`src/sv/segint_pkg.sv`:
```
// ============================================================================
// Segment intersect package
// Shared payload types, pipeline record types and sizing constants.
// ============================================================================
package segint_pkg;

  // Number of quotient bits produced by the divider (magnitude clamp is 2^40).
  localparam int unsigned QuotBits = 41;
  // Width of the divisor and of the partial remainder (2 * |det|).
  localparam int unsigned DivBits  = 68;

  typedef struct packed {
    logic signed [31:0] seg0_ax;
    logic signed [31:0] seg0_ay;
    logic signed [31:0] seg0_bx;
    logic signed [31:0] seg0_by;
    logic signed [31:0] seg1_ax;
    logic signed [31:0] seg1_ay;
    logic signed [31:0] seg1_bx;
    logic signed [31:0] seg1_by;
  } in_t;

  typedef struct packed {
    logic               hit;
    logic signed [31:0] cross_x;
    logic signed [31:0] cross_y;
    logic               parallel;
  } out_t;

  // Widened containment bounds of the four ranges.
  typedef struct packed {
    logic signed [32:0] x0_lo;
    logic signed [32:0] x0_hi;
    logic signed [32:0] x1_lo;
    logic signed [32:0] x1_hi;
    logic signed [32:0] y0_lo;
    logic signed [32:0] y0_hi;
    logic signed [32:0] y1_lo;
    logic signed [32:0] y1_hi;
  } bnd_t;

  // One divider lane: remainder, shifting dividend/quotient word, divisor.
  typedef struct packed {
    logic [DivBits-1:0]  rem;
    logic [QuotBits-1:0] sh;
    logic [DivBits-1:0]  dvs;
    logic                ovf;
    logic                neg;
  } lane_t;

  typedef struct packed {
    lane_t lx;
    lane_t ly;
    logic  par;
    bnd_t  bnd;
  } pipe_t;

endpackage

```
`src/sv/segint_div_step.sv`:
```
// ============================================================================
// Segment intersect divider step
// One registered restoring-division step for both coordinate lanes.
// ============================================================================
module segint_div_step (
  input  logic              clk_i,
  input  logic              rst_ni,
  input  logic              en_i,
  input  logic              valid_i,
  input  segint_pkg::pipe_t pipe_i,
  output logic              valid_o,
  output segint_pkg::pipe_t pipe_o
);
  import segint_pkg::*;

  logic  valid_q;
  pipe_t pipe_q;
  pipe_t pipe_d;

  function automatic lane_t step(lane_t l);
    lane_t          r;
    logic [DivBits:0] t;
    logic           ge;
    t     = {l.rem, l.sh[QuotBits-1]};
    ge    = (t >= {1'b0, l.dvs});
    r     = l;
    r.rem = ge ? DivBits'(t - {1'b0, l.dvs}) : t[DivBits-1:0];
    r.sh  = {l.sh[QuotBits-2:0], ge};
    return r;
  endfunction

  always_comb begin
    pipe_d    = pipe_i;
    pipe_d.lx = step(pipe_i.lx);
    pipe_d.ly = step(pipe_i.ly);
  end

  always_ff @(posedge clk_i or negedge rst_ni) begin
    if (!rst_ni) begin
      valid_q <= 1'b0;
    end else if (en_i) begin
      valid_q <= valid_i;
    end
  end

  always_ff @(posedge clk_i) begin
    if (en_i) begin
      pipe_q <= pipe_d;
    end
  end

  assign valid_o = valid_q;
  assign pipe_o  = pipe_q;

endmodule

```
`config.mk`:
```
export PLATFORM = sky130hd
export DESIGN_NAME = segint_div_step
export DESIGN_NICKNAME = d
export VERILOG_FILES = /design/src/sv/segint_pkg.sv /design/src/sv/segint_div_step.sv
export SDC_FILE = /design/constraint.sdc
export NUM_CORES = 1
export LEC_CHECK = 0
export BUFFER_PORTS_ARGS = -buffer_cell sky130_fd_sc_hd__buf_2
export CAP_MARGIN = 20
export CORE_AREA = 2 2 485 487
export CTS_CLUSTER_DIAMETER = 80
export DETAILED_ROUTE_END_ITERATION = 10
export DIE_AREA = 0 0 487 489
export PLACE_DENSITY_LB_ADDON = 0.3
export REMOVE_ABC_BUFFERS = 1
export SLEW_MARGIN = 20
export SYNTH_ARGS = -nofsm -noshare
export SYNTH_HDL_FRONTEND = slang
export SYNTH_SLANG_ARGS = --single-unit
```
`constraint.sdc`:
```
create_clock -name clk_i -period 0.8 [get_ports clk_i]
set_clock_uncertainty 0.1 [all_clocks]
set_input_delay 0.08 -clock clk_i [delete_from_list [all_inputs] [get_ports clk_i]]
set_output_delay 0.08 -clock clk_i [all_outputs]
set_load 0.02 [all_outputs]
```
# == Word level (Yosys, flattened, before mapping) ==
# Cells that the tools add are included.
# word_totals
ff_bits,624
in_bits,627
out_inout_bits,624
wordCells,26
# op_classes
addsub,2
magnitude_cmp,2
n_mux,2
# ops
operator,n
$ge A69 B68 Y1,2
$mux W68,2
$sub A68 B68 Y68,2

# == Longest topological paths before layout ==
# Gate-level depths: netlist (run 1).
# logic_depth
ltp_word,2
depth_mapped,16
ltp_nobuf,13

# == Worst setup path after synthesis (run 1) ==
# No wires, ideal clock.
# synth_path
path_kind,input port to flip-flop
start,input port pipe_i[448] (netlist bit)
end,"register pipe_q, in the netlist pipe_o[594] (data pin)"
setup_time_ns,0.260
t_arrival_ns,2.766
required_ns,0.440
setup_slack_ns,-2.326
stages,15
n_path_buf,2
cell_sequence,inv_1 ha_1 nor2_1 a211oi_2 o22ai_2 o21a_4 o41ai_4 a21oi_4 o221ai_4 a21oi_2 o21a_2 inv_4 buf_12 buf_12 mux2_4
# synth_lines
element,line_no,rtl
start: declaration,segint_div_step.sv:10,"input segint_pkg::pipe_t pipe_i,"
end signal: assignment,segint_div_step.sv:48,pipe_q <= pipe_d;
end: declaration,segint_div_step.sv:17,pipe_t pipe_q;

==> results.md, run 1 <==
- Final Max Slew Viols: 0
- Placed inst area: 45800 um2
- Startpoint type of the worst setup path: input port
- Status: finished, violations left
- Warnings, synthesis: 0
- Worst-Margin Slew: 0.692 ns
- Latest clock arrival within the worst-skew pair: 0.67 ns
- Syn Std Cell Area: 29500 um2
- Min-delay src: pipe_i[275]
- Setup slack after layout: -2.05 ns
- Fin cells: 8062
- Layout cell share with drive strength beyond 1: 51.1%
- VDD IR max: 2.13 mV
- Crit-path max FO: 7
- Post-synth EDFFs: 623
- R2r setup slk: -0.03 ns
- 1st-iter DRT viols: 1359
- DRC: 0
- CTS max path bufs: 3
- Clock transition at path regs: 0.06 ns
- CTS Sinks: 624
- Global-route wire length before repair: 249000 um
- Sequential area share after synthesis: 63.5%
- PwrDens: 1940 nW/um2
- Core Area: 234000 um2
- Nets: 5676
- Max-Cap Viols: 0
- Final hold violation count: 267
- Yosys top cell area share: 63.4%
- Via count: 29.9k
- Failing checks: hold timing, setup timing
- Synth top area cells: edfxtp_1 63%, ha_1 5.8%, a21oi_1 3.7%
- Synth-to-layout area growth: 101%
- CTS root buf: clkbuf_16
- Vias in the first global route: 31.2k
- Post-DR vias/cell: 3.71
- CP required: 1.16 ns
- Asr flop ratio synth: 0.160%
- Worst Reg-to-Reg Cells: 1
- Final Instance Area: 59500 um2
- Primary FF master, synth: edfxtp_1
- Largest area contributor in the synthesized netlist: edfxtp_1
- Routability congestion estimate: 0.933
- CP Capture Type: register
- H-tree Lvls: 3
- Initial core utilization: 12.6%
- Largest net degree at the start of global routing: 57
- Worst min path class: in -> reg
- Router iterations before antenna repair: 5
- Cells after Synth: 2262
- Min Tclk post-route: 2.85 ns
- LEAKAGE: 25.5 nW
- Reg2reg end: valid_o$_DFFE_PN0P_
- Yosys reg bits: 624
- Max Fclk: 0.351 GHz
- Hold depth: 1
- Worst slew margin: 53.5%
- Final WL: 190000 um
- Reg-to-Reg Start: valid_o$_DFFE_PN0P_
- CTS tree: built
- Chip height: 489 um
- Overall die width: 487 um
- Tot GR Track Use: 15.1%
- Sum of negative setup slack: -653.28 ns
- Hold endpoint: pipe_o[275]$_DFFE_PP_
- PortBufs: 1250
- Global route overflow: 0
- Fin crit share: 356%
- Die footprint: 238000 um2
- Crit path kind: in -> reg
- Initial antenna violation count: 92
- Synth Area per Inst: 13.0 um2
- Hold WS: -0.566 ns
- I/O pins: 1251
- Num CTS Buffers: 84
- Endpoints failing setup: 770
- CP arrival: 3.21 ns
- Antenna-violating nets left: 0
- Post-DP HPWL: 154000 um
- Cell variety after synth: 85
- Row count: 178
- Pre-CTS setup slack: -3.27 ns
- Per-cell routed wire length: 23.5 um
- Cells after DPL: 7235
- RSZ-0062 raised after global routing: true
## cell families after synthesis
logic type	count (synthesis)	synth area share, %
compound gates	561	12.4
mux	81	3.30
xor+xnor	115	3.41
flops	624	63.5
fa+ha+maj	138	5.90
buf+inv	265	3.70
simple gates	478	7.79
## cell type report
class,instances,area [um2]
diodes,22,55.1
clock buffers,102,2190
clock inverters,53,616
fillers,24800,174000
inverters,182,716
multi-input cells,1373,11600
flip-flops and latches,624,18700
well taps,3060,3830
repair buffers,2645,21700
repair inverters,1,11.3
## worst max-delay path by stage
| stage | slack, ns | end | cells past startpoint | startpoint |
|---|---|---|---|---|
| after floorplan | -4.79 | pipe_o[335]$_DFFE_PP_ | 10 | pipe_i[285] |
| after global routing | -2.02 | pipe_o[436]$_DFFE_PP_ | 19 | pipe_i[273] |
| after global placement | -3.60 | pipe_o[440]$_DFFE_PP_ | 15 | pipe_i[271] |
| after detailed placement | -3.27 | pipe_o[410]$_DFFE_PP_ | 15 | pipe_i[271] |
| after CTS | -1.94 | pipe_o[436]$_DFFE_PP_ | 19 | pipe_i[275] |
| final | -2.05 | pipe_o[383]$_DFFE_PP_ | 17 | pipe_i[270] |
## power by group
part           internal [mW]  leakage [nW]  switching [mW]  total, mW
registers               39.9          6.11            1.72       41.6
clock network           22.0          1.35            16.8       38.7
logic                   17.1          18.1            17.9       35.0
## synthesized netlist by cell type (all sizes together), types with 17 or more instances
master	number
a21o	81
a21oi	221
buf	26
clkbuf	57
edfxtp	623
ha	136
inv	182
mux2	73
nand2	116
nand2b	17
nand3	31
nand4	50
nor2	152
nor3	31
o211ai	19
o21a	19
o21ai	81
o21bai	28
xnor2	65
xor2	50
## worst max-delay path, cell delays in order
cell and delay [ns]:
buf_8 0.10, inv_4 0.05, ha_4 0.21, a21o_1 0.17, a21oi_2 0.22, a2111oi_4 0.14, or4b_4 0.57, buf_12 0.16
nand3_4 0.08, nand3_4 0.08, o31ai_4 0.27, o41ai_4 0.13, clkbuf_16 0.17, buf_12 0.12, buf_16 0.15, buf_12 0.17
mux2_4 0.30
## state kept, by name, summed over array words and instances (netlist names)
signal,count
valid_o,1
pipe_o,623
## cell usage in the layout, fill, tap and decap left out, types with 46 or more instances in the layout
cell type      count
nor2_1           118
ha_1              85
buf_6            323
o21ai_0           54
mux2_4            54
xnor2_1           64
a21oi_2           46
edfxtp_1         623
buf_4            720
xor2_1            47
a21oi_1          163
buf_2            894
dlygate4sd3_1    593
inv_1            157
clkbuf_16         87
nand2_1          107
a21o_1            80
buf_12            86
nand4_1           50
## repair_timing
item,CTS,global route
setup buffers,43,24
cloned,10,1
hold buffers,566,28
endpoints found under the hold margin,1148,849
pin swaps,87,66
resized for setup,859,258
setup endpoints to repair,763,770
## routing by layer
metal  part of all wire (%)  vias up  track usage (%)
met5                   0.16        -                0
li1                       -    13800                -
met3                    6.8      326             4.06
met1                     34    14500             14.8
met2                     54     1207             29.4
met4                    5.1       48             6.45
## stage by stage
step                power, mW  hold WS, ns  utilization [%]
global route              120       -0.635             25.4
detailed placement       70.0       -0.244             19.6
global placement         70.2       -0.244             19.6
finish                    115       -0.566             25.5
CTS                       116       -0.656             24.9
floorplan                53.1       -0.316                -
Note: power is estimated with default switching activity, not from simulation.
==> run 2: changes to the inputs <==
Settings changed: CELL_PAD_IN_SITES_DETAIL_PLACEMENT set to 0, CELL_PAD_IN_SITES_GLOBAL_PLACEMENT set to 2, CORE_AREA 2 2 485 487 to 2 2 489 491, DIE_AREA 0 0 487 489 to 0 0 491 493.
==> results.md, run 2 (synthesis results as in run 1) <==
- VDD IR max: 1.53 mV
- CP required: 1.13 ns
- Crit path kind: in -> reg
- CTS root buf: clkbuf_16
- Post-DP HPWL: 174000 um
- R2r setup slk: -0.04 ns
- Vias in the first global route: 32.8k
- RSZ-0062 raised after global routing: true
- Failing checks: hold timing, setup timing
- LEAKAGE: 26.1 nW
- Max Fclk: 0.370 GHz
- Tot Pwr: 117 mW
- GRT met2 Usage: 32.3%
- Num CTS Buffers: 89
- Endpoints failing setup: 897
- Final WL: 212000 um
- DRC: 0
- Pre-CTS setup slack: -3.32 ns
- Antenna-violating nets left: 0
- Worst-Margin Slew: 0.647 ns
- CP arrival: 3.03 ns
- PortBufs: 1250
- Setup slack after layout: -1.90 ns
- Initial core utilization: 12.5%
- Most frequent cells in the layout: 1149 x buf_2, 787 x buf_4, 736 x dlygate4sd3_1, 623 x edfxtp_1, 158 x inv_1
- Worst min path class: in -> reg
- Top Usage Layer GRT: met2
- CTS tree: built
- Die footprint: 242000 um2
- Worst slew margin: 56.4%
- Final hold violation count: 301
- Fin crit share: 337%
- Layout cell share with drive strength beyond 1: 51.2%
- Met3 usage in global routing: 4.76%
- Final Max Slew Viols: 0
- CP Capture Type: register
- Via count: 31.0k
- H-tree Lvls: 3
- Status: finished, violations left
- 1st-iter DRT viols: 1565
- Min Tclk post-route: 2.70 ns
- Core Area: 237000 um2
- CTS Sinks: 624
- Initial antenna violation count: 108
- Overall die width: 491 um
- Tot GR Track Use: 16.8%
- Largest register FFs: 623
- Per-cell routed wire length: 25.2 um
- Largest net degree at the start of global routing: 53
- Leading cell type in the layout, fill and taps excluded: buf_2
- Max-Cap Viols: 0
- Routability congestion estimate: 0.892
- Row count: 179
- Nets: 5890
- Crit-path max FO: 5
- Latest clock arrival within the worst-skew pair: 0.68 ns
- Grt met1 use: 17.0%
- Chip height: 493 um
- I/O pins: 1251
- Filler cell count in the final layout: 25.5k
- Global route overflow: 0
- Router iterations before antenna repair: 5
- Global-route wire length before repair: 279000 um
- Startpoint type of the worst setup path: input port
- CTS max path bufs: 3
- Synth-to-layout area growth: 105%
- Final Util: 25.6%
- Post-DR vias/cell: 3.69
- PwrDens: 1930 nW/um2
- Clock transition at path regs: 0.06 ns
- Hold WS: -0.597 ns
[run 2: cell count changes in the layout (fill, tap and decap cells not counted), sizes merged]
cell         change
clkbuf           -3
inv              -5
bufbuf           +1
bufinv           -2
clkinv          +14
diode           +10
buf             +66
dlygate4sd3    +143
clkinvlp         +4
[run 2: stage by stage]
stage / instances / area [um2] / TNS [ns]
4_1_cts: 8324 / 59400 / -719.60
5_1_grt: 8372 / 60600 / -723.53
3_5_place_dp: 7407 / 46700 / -617.55
2_1_floorplan: 2179 / 29100 / -498.73
3_3_place_gp: 7407 / 46700 / -610.45
6_report: 8397 / 60600 / -675.70
[run 2: report_power, final]
part	switching [mW]	total (mW)	leakage (nW)	internal [mW]
clock	17.8	40.1	1.40	22.3
sequential	1.49	41.4	6.11	39.9
combinational	19.2	35.8	18.6	16.6
total	38.5	117	26.1	78.7
[run 2: area by class of cell]
class	count	area [um2]	area share (%)
clock buffer	99	2260	3.74
antenna	32	80.1	0.132
timing repair buffer	2855	22300	36.8
inverter	182	723	1.19
multi-input combinational	1373	11800	19.5
clock inverter	65	687	1.13
tap	3167	3960	6.54
sequential	624	18700	30.9
[run 2: final timing paths]
kind / start / cells past startpoint / to
worst max-delay path: pipe_i[385] / 15 / pipe_o[410]$_DFFE_PP_
worst min-delay path: pipe_i[285] / 1 / pipe_o[285]$_DFFE_PP_
worst max register to register: valid_o$_DFFE_PN0P_ / 1 / valid_o$_DFFE_PN0P_
worst min register to register: valid_o$_DFFE_PN0P_ / 1 / valid_o$_DFFE_PN0P_
max in group asynchronous: rst_ni / 3 / valid_o$_DFFE_PN0P_
min in group asynchronous: rst_ni / 3 / valid_o$_DFFE_PN0P_
[run 2: timing repair]
action / 4_1_cts / 5_1_grt
buffers inserted: 40 / 18
endpoints found under the hold margin: 1177 / 567
gates resized for setup: 447 / 165
gates cloned: 13 / 3
endpoints found under the setup margin: 763 / 896
hold buffers: 707 / 30
pin swaps: 78 / 38
[run 2: critical path, stage by stage]
cell     delay, ns
buf_4         0.13
ha_4          0.21
buf_6         0.11
a21o_1        0.18
o311a_1       0.29
or4b_4        0.62
nand3_4       0.12
nand3_4       0.08
o31ai_4       0.24
o41ai_4       0.11
buf_6         0.15
buf_8         0.13
buf_12        0.12
buf_12        0.13
mux2_4        0.29
[run 2: routing by layer]
metal  part of all wire [%]  up-vias
li1                       -    14300
met1                     34    15200
met2                     54     1172
met3                    7.6      309
met4                    4.2       56
met5                   0.17        -
