**config.mk**
```make
export PLATFORM = sky130hd
export DESIGN_NAME = segint_back
export DESIGN_NICKNAME = d
export VERILOG_FILES = /design/src/sv/segint_pkg.sv /design/src/sv/segint_back.sv
export SDC_FILE = /design/constraint.sdc
export NUM_CORES = 1
export LEC_CHECK = 0
export ABC_AREA = 1
export BUFFER_PORTS_ARGS = -buffer_cell sky130_fd_sc_hd__buf_2
export CAP_MARGIN = 30
export CORE_MARGIN = 10
export CORE_UTILIZATION = 40
export CTS_BUF_LIST = sky130_fd_sc_hd__clkbuf_16
export DETAILED_ROUTE_END_ITERATION = 7
export PLACE_DENSITY = 0.66
export REMOVE_ABC_BUFFERS = 1
export SYNTH_ARGS = -nofsm -noshare
export SYNTH_HDL_FRONTEND = slang
export SYNTH_SLANG_ARGS = --single-unit
```
**constraint.sdc**
```tcl
create_clock -name clk_i -period 2.3 [get_ports clk_i]
set_input_delay 0.23 -clock clk_i [delete_from_list [all_inputs] [get_ports clk_i]]
set_output_delay 0.23 -clock clk_i [all_outputs]
set_load 0.02 [all_outputs]
```
**src/sv/segint_pkg.sv**
```systemverilog
// ============================================================================
// Segment intersect package
// Shared payload types, pipeline record types and sizing constants.
// ============================================================================
package segint_pkg;

  // Number of quotient bits produced by the divider (magnitude clamp is 2^40).
  localparam int unsigned QuotBits = 41;
  // Width of the divisor and of the partial remainder (2 * |det|).
  localparam int unsigned DivBits  = 68;

  typedef struct packed {
    logic signed [31:0] seg0_ax;
    logic signed [31:0] seg0_ay;
    logic signed [31:0] seg0_bx;
    logic signed [31:0] seg0_by;
    logic signed [31:0] seg1_ax;
    logic signed [31:0] seg1_ay;
    logic signed [31:0] seg1_bx;
    logic signed [31:0] seg1_by;
  } in_t;

  typedef struct packed {
    logic               hit;
    logic signed [31:0] cross_x;
    logic signed [31:0] cross_y;
    logic               parallel;
  } out_t;

  // Widened containment bounds of the four ranges.
  typedef struct packed {
    logic signed [32:0] x0_lo;
    logic signed [32:0] x0_hi;
    logic signed [32:0] x1_lo;
    logic signed [32:0] x1_hi;
    logic signed [32:0] y0_lo;
    logic signed [32:0] y0_hi;
    logic signed [32:0] y1_lo;
    logic signed [32:0] y1_hi;
  } bnd_t;

  // One divider lane: remainder, shifting dividend/quotient word, divisor.
  typedef struct packed {
    logic [DivBits-1:0]  rem;
    logic [QuotBits-1:0] sh;
    logic [DivBits-1:0]  dvs;
    logic                ovf;
    logic                neg;
  } lane_t;

  typedef struct packed {
    lane_t lx;
    lane_t ly;
    logic  par;
    bnd_t  bnd;
  } pipe_t;

endpackage

```
**src/sv/segint_back.sv**
```systemverilog
// ============================================================================
// Segment intersect back end
// Clamp and sign of the quotients, containment test, saturation and the
// output register.
// ============================================================================
module segint_back (
  input  logic              clk_i,
  input  logic              rst_ni,
  input  logic              en_i,
  input  logic              valid_i,
  input  segint_pkg::pipe_t pipe_i,
  output logic              valid_o,
  output segint_pkg::out_t  data_o
);
  import segint_pkg::*;

  logic               v1_q, v2_q;
  logic signed [41:0] vx_q, vy_q;
  logic               par_q;
  bnd_t               bnd_q;
  out_t               out_q;

  logic signed [41:0] vx_d, vy_d;
  logic               hit;

  function automatic logic signed [41:0] signed_quot(lane_t l);
    logic        clamp;
    logic [40:0] m;
    clamp = l.ovf | (l.sh[40] & (|l.sh[39:0]));
    m     = clamp ? {1'b1, 40'b0} : l.sh;
    return l.neg ? -$signed({1'b0, m}) : $signed({1'b0, m});
  endfunction

  function automatic logic in_rng(logic signed [41:0] v, logic signed [32:0] lo,
                                  logic signed [32:0] hi);
    return (v >= 42'(lo)) && (v <= 42'(hi));
  endfunction

  function automatic logic [31:0] sat32(logic signed [41:0] v);
    if (v > 42'sd2147483647) begin
      return 32'h7fff_ffff;
    end else if (v < -42'sd2147483648) begin
      return 32'h8000_0000;
    end
    return v[31:0];
  endfunction

  assign vx_d = signed_quot(pipe_i.lx);
  assign vy_d = signed_quot(pipe_i.ly);

  assign hit = in_rng(vx_q, bnd_q.x0_lo, bnd_q.x0_hi) && in_rng(vx_q, bnd_q.x1_lo, bnd_q.x1_hi)
            && in_rng(vy_q, bnd_q.y0_lo, bnd_q.y0_hi) && in_rng(vy_q, bnd_q.y1_lo, bnd_q.y1_hi);

  always_ff @(posedge clk_i or negedge rst_ni) begin
    if (!rst_ni) begin
      v1_q <= 1'b0;
      v2_q <= 1'b0;
    end else if (en_i) begin
      v1_q <= valid_i;
      v2_q <= v1_q;
    end
  end

  always_ff @(posedge clk_i) begin
    if (en_i) begin
      vx_q  <= vx_d;
      vy_q  <= vy_d;
      par_q <= pipe_i.par;
      bnd_q <= pipe_i.bnd;
      out_q.hit      <= !par_q && hit;
      out_q.cross_x  <= par_q ? '0 : sat32(vx_q);
      out_q.cross_y  <= par_q ? '0 : sat32(vy_q);
      out_q.parallel <= par_q;
    end
  end

  assign valid_o = v2_q;
  assign data_o  = out_q;

endmodule

```
**After elaboration in Yosys (flattened, before gate mapping)**

Index checks and enable logic that the tools add are counted.

- Reductions and logical operators: 11
- Muxes and demuxes: 16
- Add/sub/neg operators: 2
- Bitwise logic cells: 4
- Magnitude comparators: 12

Operators by type and width:

| cell | count |
|---|---|
| $mux 32 | 6 |
| $ge 42x33->1 | 4 |
| $le 42x33->1 | 4 |
| $mux 41 | 4 |
| $gt 42x32->1 const B | 2 |
| $lt 42x32->1 const B | 2 |
| $neg 41->42 | 2 |
| $reduce_or 40->1 | 2 |
| $logic_and 1x1->1 | 8 |
| $mux 1 | 6 |
| $and 1x1->1 | 2 |
| $or 1x1->1 | 2 |
| $logic_not 1->1 | 1 |

- Output and inout bits: 67
- Word-level logic and storage cells: 64
- Register bits: 417

**Depth between registers and ports, before layout**

Gate-level depths: netlist (run 1).

- Depth after elaboration: 6
- Depth in mapped cells: 22

**Worst setup path after synthesis (run 1)**

Ideal clock, no wire load.

- Path type: input to register
- Start: input pipe_i[366] (netlist name)
- End: register vy_q[40] (data pin)
- Required time: 2051 ps
- Slack: -100 ps
- Data arrival time: 2151 ps
- Stages on the path: 21
- Cell sequence: or2_1 -> nor2_1 -> nand2_1 -> nor2_1 -> nand2_1 -> nand2_2 -> buf_6 -> buf_6 -> buf_4 -> buf_4 -> nand2_1 -> ha_1 -> inv_1 -> a21oi_2 -> nand2_1 -> nor2_1 -> nand2_1 -> nand2_1 -> nand3_1 -> nand2_1 -> inv_1

- Longest elaborated chain between the ends: 6

Ends and longest elaborated chain:

| element | line | text |
|---|---|---|
| start: declaration | segint_back.sv:11 | `input segint_pkg::pipe_t pipe_i,` |
| $reduce_or 40->1 | segint_back.sv:29 | `clamp = l.ovf \| (l.sh[40] & (\|l.sh[39:0]));` |
| $and 1x1->1 | segint_back.sv:29 |  |
| $or 1x1->1 | segint_back.sv:29 |  |
| $mux 41 * | segint_back.sv:30 | `m = clamp ? {1'b1, 40'b0} : l.sh;` |
| $neg 41->42 | segint_back.sv:31 | `return l.neg ? -$signed({1'b0, m}) : $signed({1'b0, m});` |
| $mux 41 * | segint_back.sv:31 |  |
| named net vy_d[40] | segint_back.sv:23 | `logic signed [41:0] vx_d, vy_d;` |
| end signal: assignment | segint_back.sv:67 | `vy_q <= vy_d;` |
| end: declaration | segint_back.sv:18 | `logic signed [41:0] vx_q, vy_q;` |

Mark *: on every way through the listed nets, which the timed path passes. The rest lies on a longest branch.
A chain may end at the register's enable or synchronous reset.

**Worst setup path in the final report (run 1)**

- Start: register bnd_q[98] (netlist name)
- End: register out_q (netlist bit data_o[65]) (data pin)

- Longest elaborated chain between the ends: 5

Ends and longest elaborated chain:

| element | line | text |
|---|---|---|
| start: declaration | segint_back.sv:20 | `bnd_t bnd_q;` |
| start signal: assignment | segint_back.sv:69 | `bnd_q <= pipe_i.bnd;` |
| $le 42x33->1 | segint_back.sv:36 | `return (v >= 42'(lo)) && (v <= 42'(hi));` |
| $logic_and 1x1->1 | segint_back.sv:36 |  |
| $logic_and 1x1->1 (2 in a row) | segint_back.sv:52 | `&& in_rng(vy_q, bnd_q.y0_lo, bnd_q.y0_hi) && in_rng(vy_q, bnd_q.y1_lo, bnd_q.y1_hi);` |
| $logic_and 1x1->1 | segint_back.sv:70 | `out_q.hit <= !par_q && hit;` |
| end: declaration | segint_back.sv:21 | `out_t out_q;` |

No other way between the ends.

==> results of run 1 <==
[flip-flops by register name, summed over array words and instances (netlist names)]
register and count:
bnd_q 264, data_o 66, vx_q 42, vy_q 42, par_q 1, v1_q 1, valid_o 1
[per-stage QoR]
stage               total power [mW]  setup TNS, ns  hold WS [ns]  std cells
finish                          23.9         -0.196        0.0716       4610
global route                    25.1         -0.314        0.0935       4605
CTS                             23.8         -0.156        0.0244       4588
detailed placement              14.9          -7.64        0.0175       4216
global placement                14.8          -7.19        0.0169       4216
floorplan                       12.3         -99.32       -0.0656       2639
[how the worst max path moves through the flow]
stage	to	cells after the start	slack [ns]	startpoint
CTS	data_o[65]	18	-0.16	bnd_q[98]
detailed placement	data_o[65]	13	-0.38	vx_q[25]
global route	data_o[65]	15	-0.31	vx_q[25]
floorplan	data_o[10]	4	-1.31	vy_q[37]
finish	data_o[65]	18	-0.20	bnd_q[98]
global placement	data_o[65]	15	-0.33	vx_q[25]
[placed cells by master (no fill, tap or decap), drive strengths merged, types with 2 or more instances in the layout]
master / synthesis / layout
diode: 0 / 11
inv: 397 / 404
o21ai: 123 / 123
nand2: 616 / 616
dlygate4sd3: 0 / 269
nor2: 193 / 193
a21oi: 215 / 215
bufinv: 0 / 10
o31ai: 16 / 16
nand4: 54 / 54
dfrtp: 2 / 2
clkbuf: 25 / 51
and2: 4 / 4
xor2: 29 / 29
ha: 338 / 338
o21a: 13 / 13
nor3: 19 / 19
o41ai: 24 / 24
o21bai: 2 / 2
nor4: 16 / 16
or2: 7 / 7
edfxtp: 415 / 415
nor3b: 3 / 3
o211ai: 11 / 11
nand3b: 12 / 12
buf: 21 / 755
clkinvlp: 0 / 6
clkinv: 2 / 18
a31oi: 2 / 2
xnor2: 17 / 17
nand3: 102 / 102
[Yosys cell counts (3+ instances only)]
library cell and instances:
nand2_1 612, edfxtp_1 415, inv_1 396, ha_1 338, a21oi_1 214, nor2_1 191, o21ai_0 113, nand3_1 102
nand4_1 54, xor2_1 29, clkbuf_1 25, o41ai_1 23, nor3_1 19, xnor2_1 17, nor4_1 16, o31ai_1 16
o21a_1 13, nand3b_1 12, o211ai_1 11, buf_4 8, buf_6 8, o21ai_1 7, or2_2 5, and2_1 4
nand2_2 4, buf_2 3, nor3b_1 3
[cells by family after synthesis]
family	count (synthesis)	share of synthesized area [%]
simple gates	1027	16.8
buf+inv	445	6.92
flops	417	49.1
compound gates	411	9.01
fa+ha+maj	338	16.6
xor+xnor	46	1.58
mux	1	0.0393
[worst max-delay path: cells and delay by family, from the launching register on]
kind / cells / cell delay (ns)
AND/OR/NAND/NOR: 11 / 0.95
flip-flops: 1 / 0.40
buffers and inverters: 6 / 0.62
adder cells (fa/ha/maj): 1 / 0.27
[area by class of cell]
class / count / area [sq um] / area share [%]
Antenna cell: 11 / 27.5 / 0.0765
Sequential cell: 417 / 12500 / 34.8
Timing Repair inverter: 1 / 7.51 / 0.0209
Inverter: 399 / 1510 / 4.18
Timing Repair Buffer: 1025 / 7570 / 21.0
Multi-Input combinational cell: 1823 / 11600 / 32.2
Clock inverter: 38 / 480 / 1.33
Tap cell: 846 / 1060 / 2.94
Clock buffer: 50 / 1250 / 3.48
[metal layers]
metal | global-route usage [%] | wire, um | vias to the layer above
met1 | 33.6 | 41200 | 10760
met3 | 4.24 | 7340 | 188
met5 | 0 | 25 | -
met4 | 9.63 | 3530 | 4
met2 | 36.2 | 39400 | 992
li1 | - | - | 11318
[power groups by stage]
stage,Combinational (mW),Sequential (mW),Clock [mW]
after floorplan,2.59,9.75,0
after global placement,4.99,9.81,0
after detailed placement,5.11,9.82,0
after CTS,5.63,9.67,8.51
after global routing,6.53,9.74,8.83
final,5.84,9.68,8.40
[repair_timing]
item | in CTS | in global routing
cloned | 1 | 1
gates resized for setup | 31 | 31
setup buffers | 14 | 11
setup endpoints to repair | 1 | 1
hold endpoints to repair | 272 | 0
pin swaps | 15 | 16
hold buffers | 269 | 0
==> flow_summary_export.csv, run 1 <==
group,metric,value,unit
status,outcome,"complete, but fails checks",
status,violations,"negative setup slack",
job,maxCapViolations,0,
hold_path,holdCritPathClass,"input port to flip-flop",
synth,synth-seq-area-share,49.1,%
worst_setup_path,cpMaxStageDelayCell,"edfxtp_1",
cells_and_area,nNetsFinal,4681,
synth,synth_edf_count,415,
global_route,grt_pass1_wl,137,mm
power_and_ir_drop,p_switching,7.12,mW
global_route,grt_remaining_overflow,0,
synth,ys_ff_latch,417,
route,dr.pass1.iters,5,
cts,clock_latency,0.61,ns
sta,setup_viol,1,
worst_setup_path,crit_chain,"buf_4 -> buf_4 -> clkinvlp_4 -> buf_12 -> ha_4 -> nand2_4 -> nor2_4 -> nand2_4 -> nor2_4 -> nand4_1 -> inv_2 -> nand3_2 -> nand4_1 -> nand3_2 -> nand2_1 -> inv_1 -> nand2_1 -> nor2_1",
cts,cts_tree,"done",
cts,cts_inserted_buffers,49,
floorplanning,die_h,272,um
cts,cts_root_buffer,"clkbuf_16",
floorplanning,rows,92,
cts,clk_pin_slew,0.06,ns
sta,worst_pin_slew,0.733,ns
worst_setup_path,start_kind,"flip-flop",
place,dp_slack,-0.384,ns
worst_setup_path,critPathMaxFanout,5,
cells_and_area,drive_above_1_share,24.1,%
sta,maxSlewViolCount,0,
synth,synthArstFlopShare,0.480,%
cts,cts_sinks,417,
cells_and_area,area_growth_syn_to_layout,41.1,%
power_and_ir_drop,peakVddDrop,0.630,mV
global_route,grt_usage,23.9,%
sta,fmax,0.401,GHz
sta,layout_setup_ws,-0.196,ns
hold_path,min_to,"vy_q[26]",
hold_path,hold-path-cell-count,4,
place,port_buffers,421,
power_and_ir_drop,intPower,16.8,mW
power_and_ir_drop,p_per_area,665,nW/um^2
place,place_hpwl,68.8,mm
cts,h-tree-depth,2,
synth,synth_warnings,0,
synth,ys_top_cells_by_area,"edfxtp_1, ha_1, nand2_1, inv_1, a21oi_1",
global_route,antenna_found_initial,14,
place,routabilityCongestion,1.00,
synth,yosysTopAreaCell,"edfxtp_1",
floorplanning,die-area,74300,sq um
power_and_ir_drop,pwr-share-comb,24.4,%
global_route,grt_max_degree,87,
cells_and_area,final_util,57.1,%
sta,rsz0062_at_grt,"true",
sta,hold_violations,0,
floorplanning,fp.dieW,272,um
worst_setup_path,r2r_slack,-0.20,ns
place,placed_cell_area,31000,sq um
cts,clk_path_buf_depth,3,
global_route,first_global_vias,23283,
cells_and_area,postLayoutCellArea,36000,sq um
route,vias_per_cell,5.05,
power_and_ir_drop,sequentialPowerShare,40.5,%
worst_setup_path,worstPathArrival,2.86,ns
worst_setup_path,critPathKind,"flip-flop to flip-flop",
floorplanning,initial_core_util,40.4,%
synth,avgSynthCellArea,9.50,sq um
synth,synth_area,25500,sq um
sta,timing.final.crit_share,109,%
synth,netlist.area_leader.share,48.9,%
floorplanning,ios,694,
synth,synthFlopType,"edfxtp_1",
power_and_ir_drop,swShare,29.8,%
floorplanning,coreArea,63100,sq um
cells_and_area,n_fill_cell,5451,
worst_setup_path,reg2reg_depth,18,
route,dr.first_iter.drc_count,1916,
power_and_ir_drop,power.share.clock,35.1,%
synth,synth_cell_types,46,
synth,synthCells,2685,
worst_setup_path,timing.critical_path.slowest_cell_delay,0.40,ns
route,wl,91.5,mm
hold_path,worstHoldStart,"pipe_i[361]",
power_and_ir_drop,p_leak,17.2,nW
sta,fin_crit,2.50,ns
route,drc_errors,0,
worst_setup_path,critPathRequiredTime,2.66,ns
sta,relSlewSlack,51.1,%
sta,skew,0.0332,ns
worst_setup_path,reg2reg_to,"data_o[65]",
route,ant_nets,0,
route,drt-wirelength-per-cell,19.9,um
route,vias,23262,
worst_setup_path,end_kind,"flip-flop",
worst_setup_path,r2r-start,"bnd_q[98]",
No activity file was read; power rests on OpenSTA's default activity.
==> run 2, diff against run 1 <==
--- a/config.mk
+++ b/config.mk
@@ -8,6 +8,7 @@
 export ABC_AREA = 1
 export BUFFER_PORTS_ARGS = -buffer_cell sky130_fd_sc_hd__buf_2
 export CAP_MARGIN = 30
+export CORE_ASPECT_RATIO = 1.75
 export CORE_MARGIN = 10
 export CORE_UTILIZATION = 40
 export CTS_BUF_LIST = sky130_fd_sc_hd__clkbuf_16
==> run 2 against run 1 <==
  * The flow still finishes with violations (negative setup slack)
  * Clock power is 20% lower
  * Global-route usage is 1.7 points higher
  * Routed wire length is 8.9% higher
  * Largest cell class unchanged
==> flow_summary_export.csv, run 2 (synthesis results as in run 1) <==
group,metric,value,unit
route,vias_per_cell,5.08,
sta,worst_pin_slew,0.812,ns
sta,skew,0.0209,ns
place,place_hpwl,76.8,mm
sta,setup_viol,7,
worst_setup_path,start_kind,"flip-flop",
power_and_ir_drop,p_switching,7.22,mW
floorplanning,die_h,354,um
route,drt-wirelength-per-cell,21.3,um
job,maxCapViolations,0,
floorplanning,fp.dieW,211,um
worst_setup_path,critPathRequiredTime,2.74,ns
cts,clk_pin_slew,0.07,ns
cells_and_area,mostFrequentLayoutCells,"nand2_1, buf_2, buf_4",
worst_setup_path,end_kind,"flip-flop",
cells_and_area,largest_reg_flops,264,
worst_setup_path,crit_chain,"buf_4 -> ha_1 -> nand2_2 -> o21bai_1 -> a21oi_1 -> nor2_1 -> buf_4 -> nand2_4 -> nand2_2 -> nand3_1 -> nand2_1 -> nand3_2 -> nand2_2 -> nor2_4 -> nand2_1 -> nor2_1",
status,violations,"negative setup slack",
status,outcome,"complete, but fails checks",
global_route,antenna_found_initial,19,
worst_setup_path,critPathMaxFanout,4,
sta,hold_slack,0.114,ns
worst_setup_path,r2r_slack,-0.15,ns
worst_setup_path,crit_top_cell,"nand2_2",
place,post-place-cells,4282,
floorplanning,initial_core_util,40.4,%
cells_and_area,n_fill_cell,5285,
global_route,grt_usage,25.6,%
floorplanning,coreArea,63200,sq um
cells_and_area,drive_above_1_share,27.6,%
worst_setup_path,timing.critical_path.slowest_cell_delay,0.51,ns
sta,hold_violations,0,
hold_path,holdCritPathClass,"input port to flip-flop",
route,ant_nets,0,
power_and_ir_drop,swShare,31.4,%
sta,timing.final.crit_share,107,%
floorplanning,ios,694,
hold_path,hold-path-cell-count,4,
worst_setup_path,critPathKind,"flip-flop to flip-flop",
cts,clock_latency,0.59,ns
sta,rsz0062_at_grt,"true",
power_and_ir_drop,intPower,15.8,mW
cells_and_area,fin_cells,4685,
power_and_ir_drop,peakVddDrop,0.697,mV
global_route,grt_remaining_overflow,0,
cells_and_area,final_common_cell,"nand2_1",
route,vias,23810,
sta,maxSlewViolCount,0,
cells_and_area,area_growth_syn_to_layout,44.7,%
power_and_ir_drop,power.share.clock,29.4,%
power_and_ir_drop,sequentialPowerShare,41.7,%
route,drc_errors,0,
power_and_ir_drop,power,23.0,mW
cts,h-tree-depth,2,
sta,layout_setup_ws,-0.151,ns
power_and_ir_drop,p_leak,17.6,nW
power_and_ir_drop,p_per_area,623,nW/um^2
route,dr.pass1.iters,5,
worst_setup_path,reg2reg_depth,16,
power_and_ir_drop,pwr-share-comb,29.0,%
place,routabilityCongestion,1.01,
cells_and_area,regMostFlops,"bnd_q",
worst_setup_path,worstPathArrival,2.89,ns
cts,cts_root_buffer,"clkbuf_16",
place,port_buffers,421,
cells_and_area,nNetsFinal,4797,
cts,cts_sinks,417,
cts,clk_path_buf_depth,3,
global_route,grt_max_degree,47,
sta,fin_crit,2.45,ns
global_route,first_global_vias,24675,
floorplanning,die-area,74600,sq um
worst_setup_path,cpMaxStageDelayCell,"edfxtp_1",
sta,relSlewSlack,45.2,%
sta,fmax,0.408,GHz
route,dr.first_iter.drc_count,1192,
cts,cts_tree,"done",
global_route,grt_pass1_wl,144,mm
cts,cts_inserted_buffers,43,
route,wl,99.7,mm
floorplanning,rows,122,
run 2: cell count changes in the layout (fill, tap and decap cells not counted), sizes merged:
cell | previous run | this run
buf | 755 | 877
bufinv | 10 | 2
clkbuf | 51 | 44
clkinv | 18 | 24
diode | 11 | 14
clkinvlp | 6 | 7
dlygate4sd3 | 269 | 268
inv | 404 | 403
run 2: area by class of cell:
class	count	area, sq um	area share [%]
Clock inverter	35	240	0.651
Antenna cell	14	35.0	0.0950
Clock buffer	43	1080	2.92
Multi-Input combinational cell	1823	12000	32.4
Tap cell	806	1010	2.73
Inverter	399	1510	4.09
Timing Repair Buffer	1146	8540	23.1
Timing Repair inverter	2	15.0	0.0407
Sequential cell	417	12500	33.9
run 2: power by group through the flow:
stage               Sequential [mW]  Clock (mW)  Combinational (mW)
detailed placement             9.75           0                5.70
CTS                            9.58        6.89                6.22
global route                   9.64        7.14                7.35
finish                         9.58        6.74                6.65
global placement               9.74           0                5.59
floorplan                      9.75           0                2.59
run 2: final timing paths:
check / startpoint / end
setup / recovery: vx_q[21] / data_o[65]
hold / removal: pipe_i[361] / vy_q[26]
setup reg to reg: vx_q[21] / data_o[65]
hold reg to reg: valid_o / valid_o
max in group asynchronous: rst_ni / valid_o
min in group asynchronous: rst_ni / v1_q
run 2: repair_timing:
item,4_1_cts,5_1_grt
resized for setup,42,104
pin swaps,22,40
endpoints found under the hold margin,268,0
setup endpoints to repair,1,25
hold buffers,268,0
buffers inserted,7,32
cloned,0,4
run 2: metrics by stage:
step                      area (sq um)  setup TNS, ns  util (%)  setup slack [ns]
final                            36900         -0.239      58.4            -0.151
after global routing             36900         -0.945      58.3            -0.267
after CTS                        36000         -0.150      56.9            -0.150
after detailed placement         31700         -18.64      50.2            -0.437
after global placement           31700         -17.59      50.2            -0.381
after floorplan                  25200         -99.32         -             -1.31
run 2: worst max-delay path: cells and delay by family, from the launching register on:
kind                     cells  cell delay, ns
buffers and inverters        2            0.35
AO/OA/AOI/OAI                2            0.29
flip-flops                   1            0.51
AND/OR/NAND/NOR             11            0.83
adder cells (fa/ha/maj)      1            0.31
run 2: routing by layer:
| layer | vias to the layer above | wire [um] | track usage (%) |
|---|---|---|---|
| li1 | 11567 | - | - |
| met5 | - | 135 | 0 |
| met2 | 897 | 50400 | 45.8 |
| met4 | 26 | 8770 | 19.8 |
| met3 | 299 | 6570 | 5.88 |
| met1 | 11021 | 33800 | 25.1 |
==> run 3, diff against run 2 <==
--- a/config.mk
+++ b/config.mk
@@ -8,12 +8,15 @@
 export ABC_AREA = 1
 export BUFFER_PORTS_ARGS = -buffer_cell sky130_fd_sc_hd__buf_2
 export CAP_MARGIN = 30
+export CELL_PAD_IN_SITES_DETAIL_PLACEMENT = 0
+export CELL_PAD_IN_SITES_GLOBAL_PLACEMENT = 1
 export CORE_ASPECT_RATIO = 1.75
 export CORE_MARGIN = 10
-export CORE_UTILIZATION = 40
+export CORE_UTILIZATION = 36
 export CTS_BUF_LIST = sky130_fd_sc_hd__clkbuf_16
 export DETAILED_ROUTE_END_ITERATION = 7
-export PLACE_DENSITY = 0.66
+export PLACE_DENSITY_LB_ADDON = 0.1
+export RECOVER_POWER = 50
 export REMOVE_ABC_BUFFERS = 1
 export SYNTH_ARGS = -nofsm -noshare
 export SYNTH_HDL_FRONTEND = slang
==> run 3 against run 2 <==
  * The run ends with max-capacitance violations, max-slew violations, negative setup slack left
  * Clock skew up 0.0010 ns
  * Power up 4.7%
  * Register-to-register slack worse by 0.02 ns
  * Core utilization down 6.0 points
  * Setup slack worse by 0.018 ns
  * Clock power up 17%
  * Count of clock-buffer cells in the layout up 3
  * Cell count up 2.2%
  * Largest power group unchanged
  * Flip-flop and latch count unchanged
  * Design area up 0.21%
==> flow_summary_export.csv, run 3 (synthesis results as in run 1) <==
group,metric,value,unit
sta,rsz0062_at_grt,"true",
power_and_ir_drop,power,24.1,mW
cells_and_area,regMostFlops,"bnd_q",
worst_setup_path,critPathKind,"flip-flop to flip-flop",
worst_setup_path,timing.critical_path.slowest_cell_delay,0.55,ns
cts,cts_sinks,417,
sta,setup_viol,1,
floorplanning,ios,694,
global_route,grt_pass1_wl,154,mm
sta,skew,0.0219,ns
floorplanning,die-area,82300,sq um
status,violations,"max-capacitance violations, max-slew violations, negative setup slack",
cells_and_area,nNetsFinal,4796,
place,place_hpwl,84.2,mm
cells_and_area,largest_reg_flops,264,
sta,fin_crit,2.47,ns
sta,maxSlewViolCount,41,
power_and_ir_drop,peakVddDrop,0.695,mV
worst_setup_path,worstPathArrival,2.83,ns
global_route,grt_use_met3,3.95,%
global_route,grt_max_degree,54,
route,wl,106,mm
route,dr.first_iter.drc_count,1267,
route,drc_errors,0,
global_route,grt_usage,24.9,%
place,placed_cell_area,31800,sq um
worst_setup_path,end_kind,"flip-flop",
power_and_ir_drop,p_leak,17.5,nW
cts,clk_path_buf_depth,3,
job,maxCapViolations,1,
power_and_ir_drop,p_per_area,651,nW/um^2
floorplanning,fp.dieW,221,um
route,drt-wirelength-per-cell,22.1,um
cells_and_area,final_common_cell,"nand2_1",
global_route,busiest_layer,"met2",
worst_setup_path,cpMaxStageDelayCell,"edfxtp_1",
worst_setup_path,worst-path-buf-inv,1,
hold_path,holdCritPathClass,"input port to flip-flop",
cells_and_area,postLayoutCellArea,37000,sq um
worst_setup_path,critPathRequiredTime,2.66,ns
floorplanning,rows,129,
cells_and_area,mostFrequentLayoutCells,"nand2_1, edfxtp_1, buf_4",
cells_and_area,final_util,52.4,%
floorplanning,initial_core_util,36.2,%
cts,clk_pin_slew,0.07,ns
place,port_buffers,421,
floorplanning,coreArea,70500,sq um
route,dr.pass1.iters,5,
route,vias_per_cell,4.92,
global_route,use_met1,26.3,%
cts,cts_tree,"done",
global_route,first_global_vias,24662,
cts,clock_latency,0.60,ns
sta,layout_setup_ws,-0.170,ns
route,ant_nets,0,
worst_setup_path,critPathMaxFanout,5,
floorplanning,die_h,372,um
worst_setup_path,start_kind,"flip-flop",
sta,timing.final.crit_share,107,%
cells_and_area,area_growth_syn_to_layout,45.0,%
global_route,grt_remaining_overflow,0,
global_route,grt.met2_usage,48.6,%
sta,hold_violations,0,
worst_setup_path,path_delay_family,"simple AND/OR/NAND/NOR gates",
cts,cts_root_buffer,"clkbuf_16",
worst_setup_path,crit_chain,"ha_1 -> nand2_1 -> nor2_1 -> nor3b_1 -> buf_4 -> nand3_1 -> nor2_1 -> nand4_1 -> nand4_1 -> nand3_1 -> nand3_1 -> nor2_1",
cts,h-tree-depth,2,
sta,worst_pin_slew,1.60,ns
route,vias,23566,
sta,relSlewSlack,-6.66,%
sta,fmax,0.405,GHz
cts,cts_inserted_buffers,45,
global_route,antenna_found_initial,15,
cells_and_area,drive_above_1_share,25.3,%
place,routabilityCongestion,0.948,
status,outcome,"complete, but fails checks",
==> run 3: through the flow <==
stage               TNS [ns]  std cells  setup WS [ns]  hold WS, ns
floorplan             -99.32       2639          -1.31      -0.0656
detailed placement    -17.84       4380         -0.624       0.0160
global route          -0.270       4784         -0.270        0.101
global placement      -21.54       4379         -0.665       0.0148
finish                -0.170       4789         -0.170        0.108
CTS                   -0.116       4778         -0.116       0.0654
==> run 3: path summary, 6_finish.rpt <==
kind / from / endpoint / slack (ns) / depth (start not counted)
max: vy_q[41] / data_o[65] / -0.17 / 12
min: pipe_i[444] / vx_q[28] / 0.11 / 4
max reg2reg: vy_q[41] / data_o[65] / -0.17 / 12
min reg2reg: v1_q / valid_o / 0.51 / 2
max in group asynchronous: rst_ni / v1_q / 1.68 / 3
min in group asynchronous: rst_ni / valid_o / 0.50 / 3
==> run 3: worst min-delay path, stage by stage <==
cell,delay (ns)
buf_2,0.19
nand2_1,0.10
nand2_1,0.04
nand2_1,0.05
==> run 3: area by class of cell <==
class	instances	area, sq um
fillers	6453	33600
clock inverters	35	419
flip-flops and latches	417	12500
diodes	7	17.5
clock buffers	46	1150
repair buffers	1143	8410
well taps	917	1150
repair inverters	2	12.5
inverters	399	1510
multi-input cells	1823	11800
==> run 3: routing by layer <==
metal  up-vias  share of wire (%)  wire length (um)
li1      11544                  -                 -
met1     11189                 37             39600
met2       665                 55             57900
met3       150                4.4              4650
met4        18                3.4              3620
met5         -              0.087                92
==> run 3: power breakdown <==
group	total (mW)	switching (mW)	internal, mW
clock network	7.91	3.42	4.50
logic	6.54	3.67	2.87
registers	9.60	0.450	9.15
==> run 3: timing repair <==
item	CTS	global route
buffers inserted	46	3
resized for setup	108	12
cloned	3	1
setup endpoints to repair	2	38
pin swaps	42	14
hold buffers	268	0
hold endpoints to repair	268	0
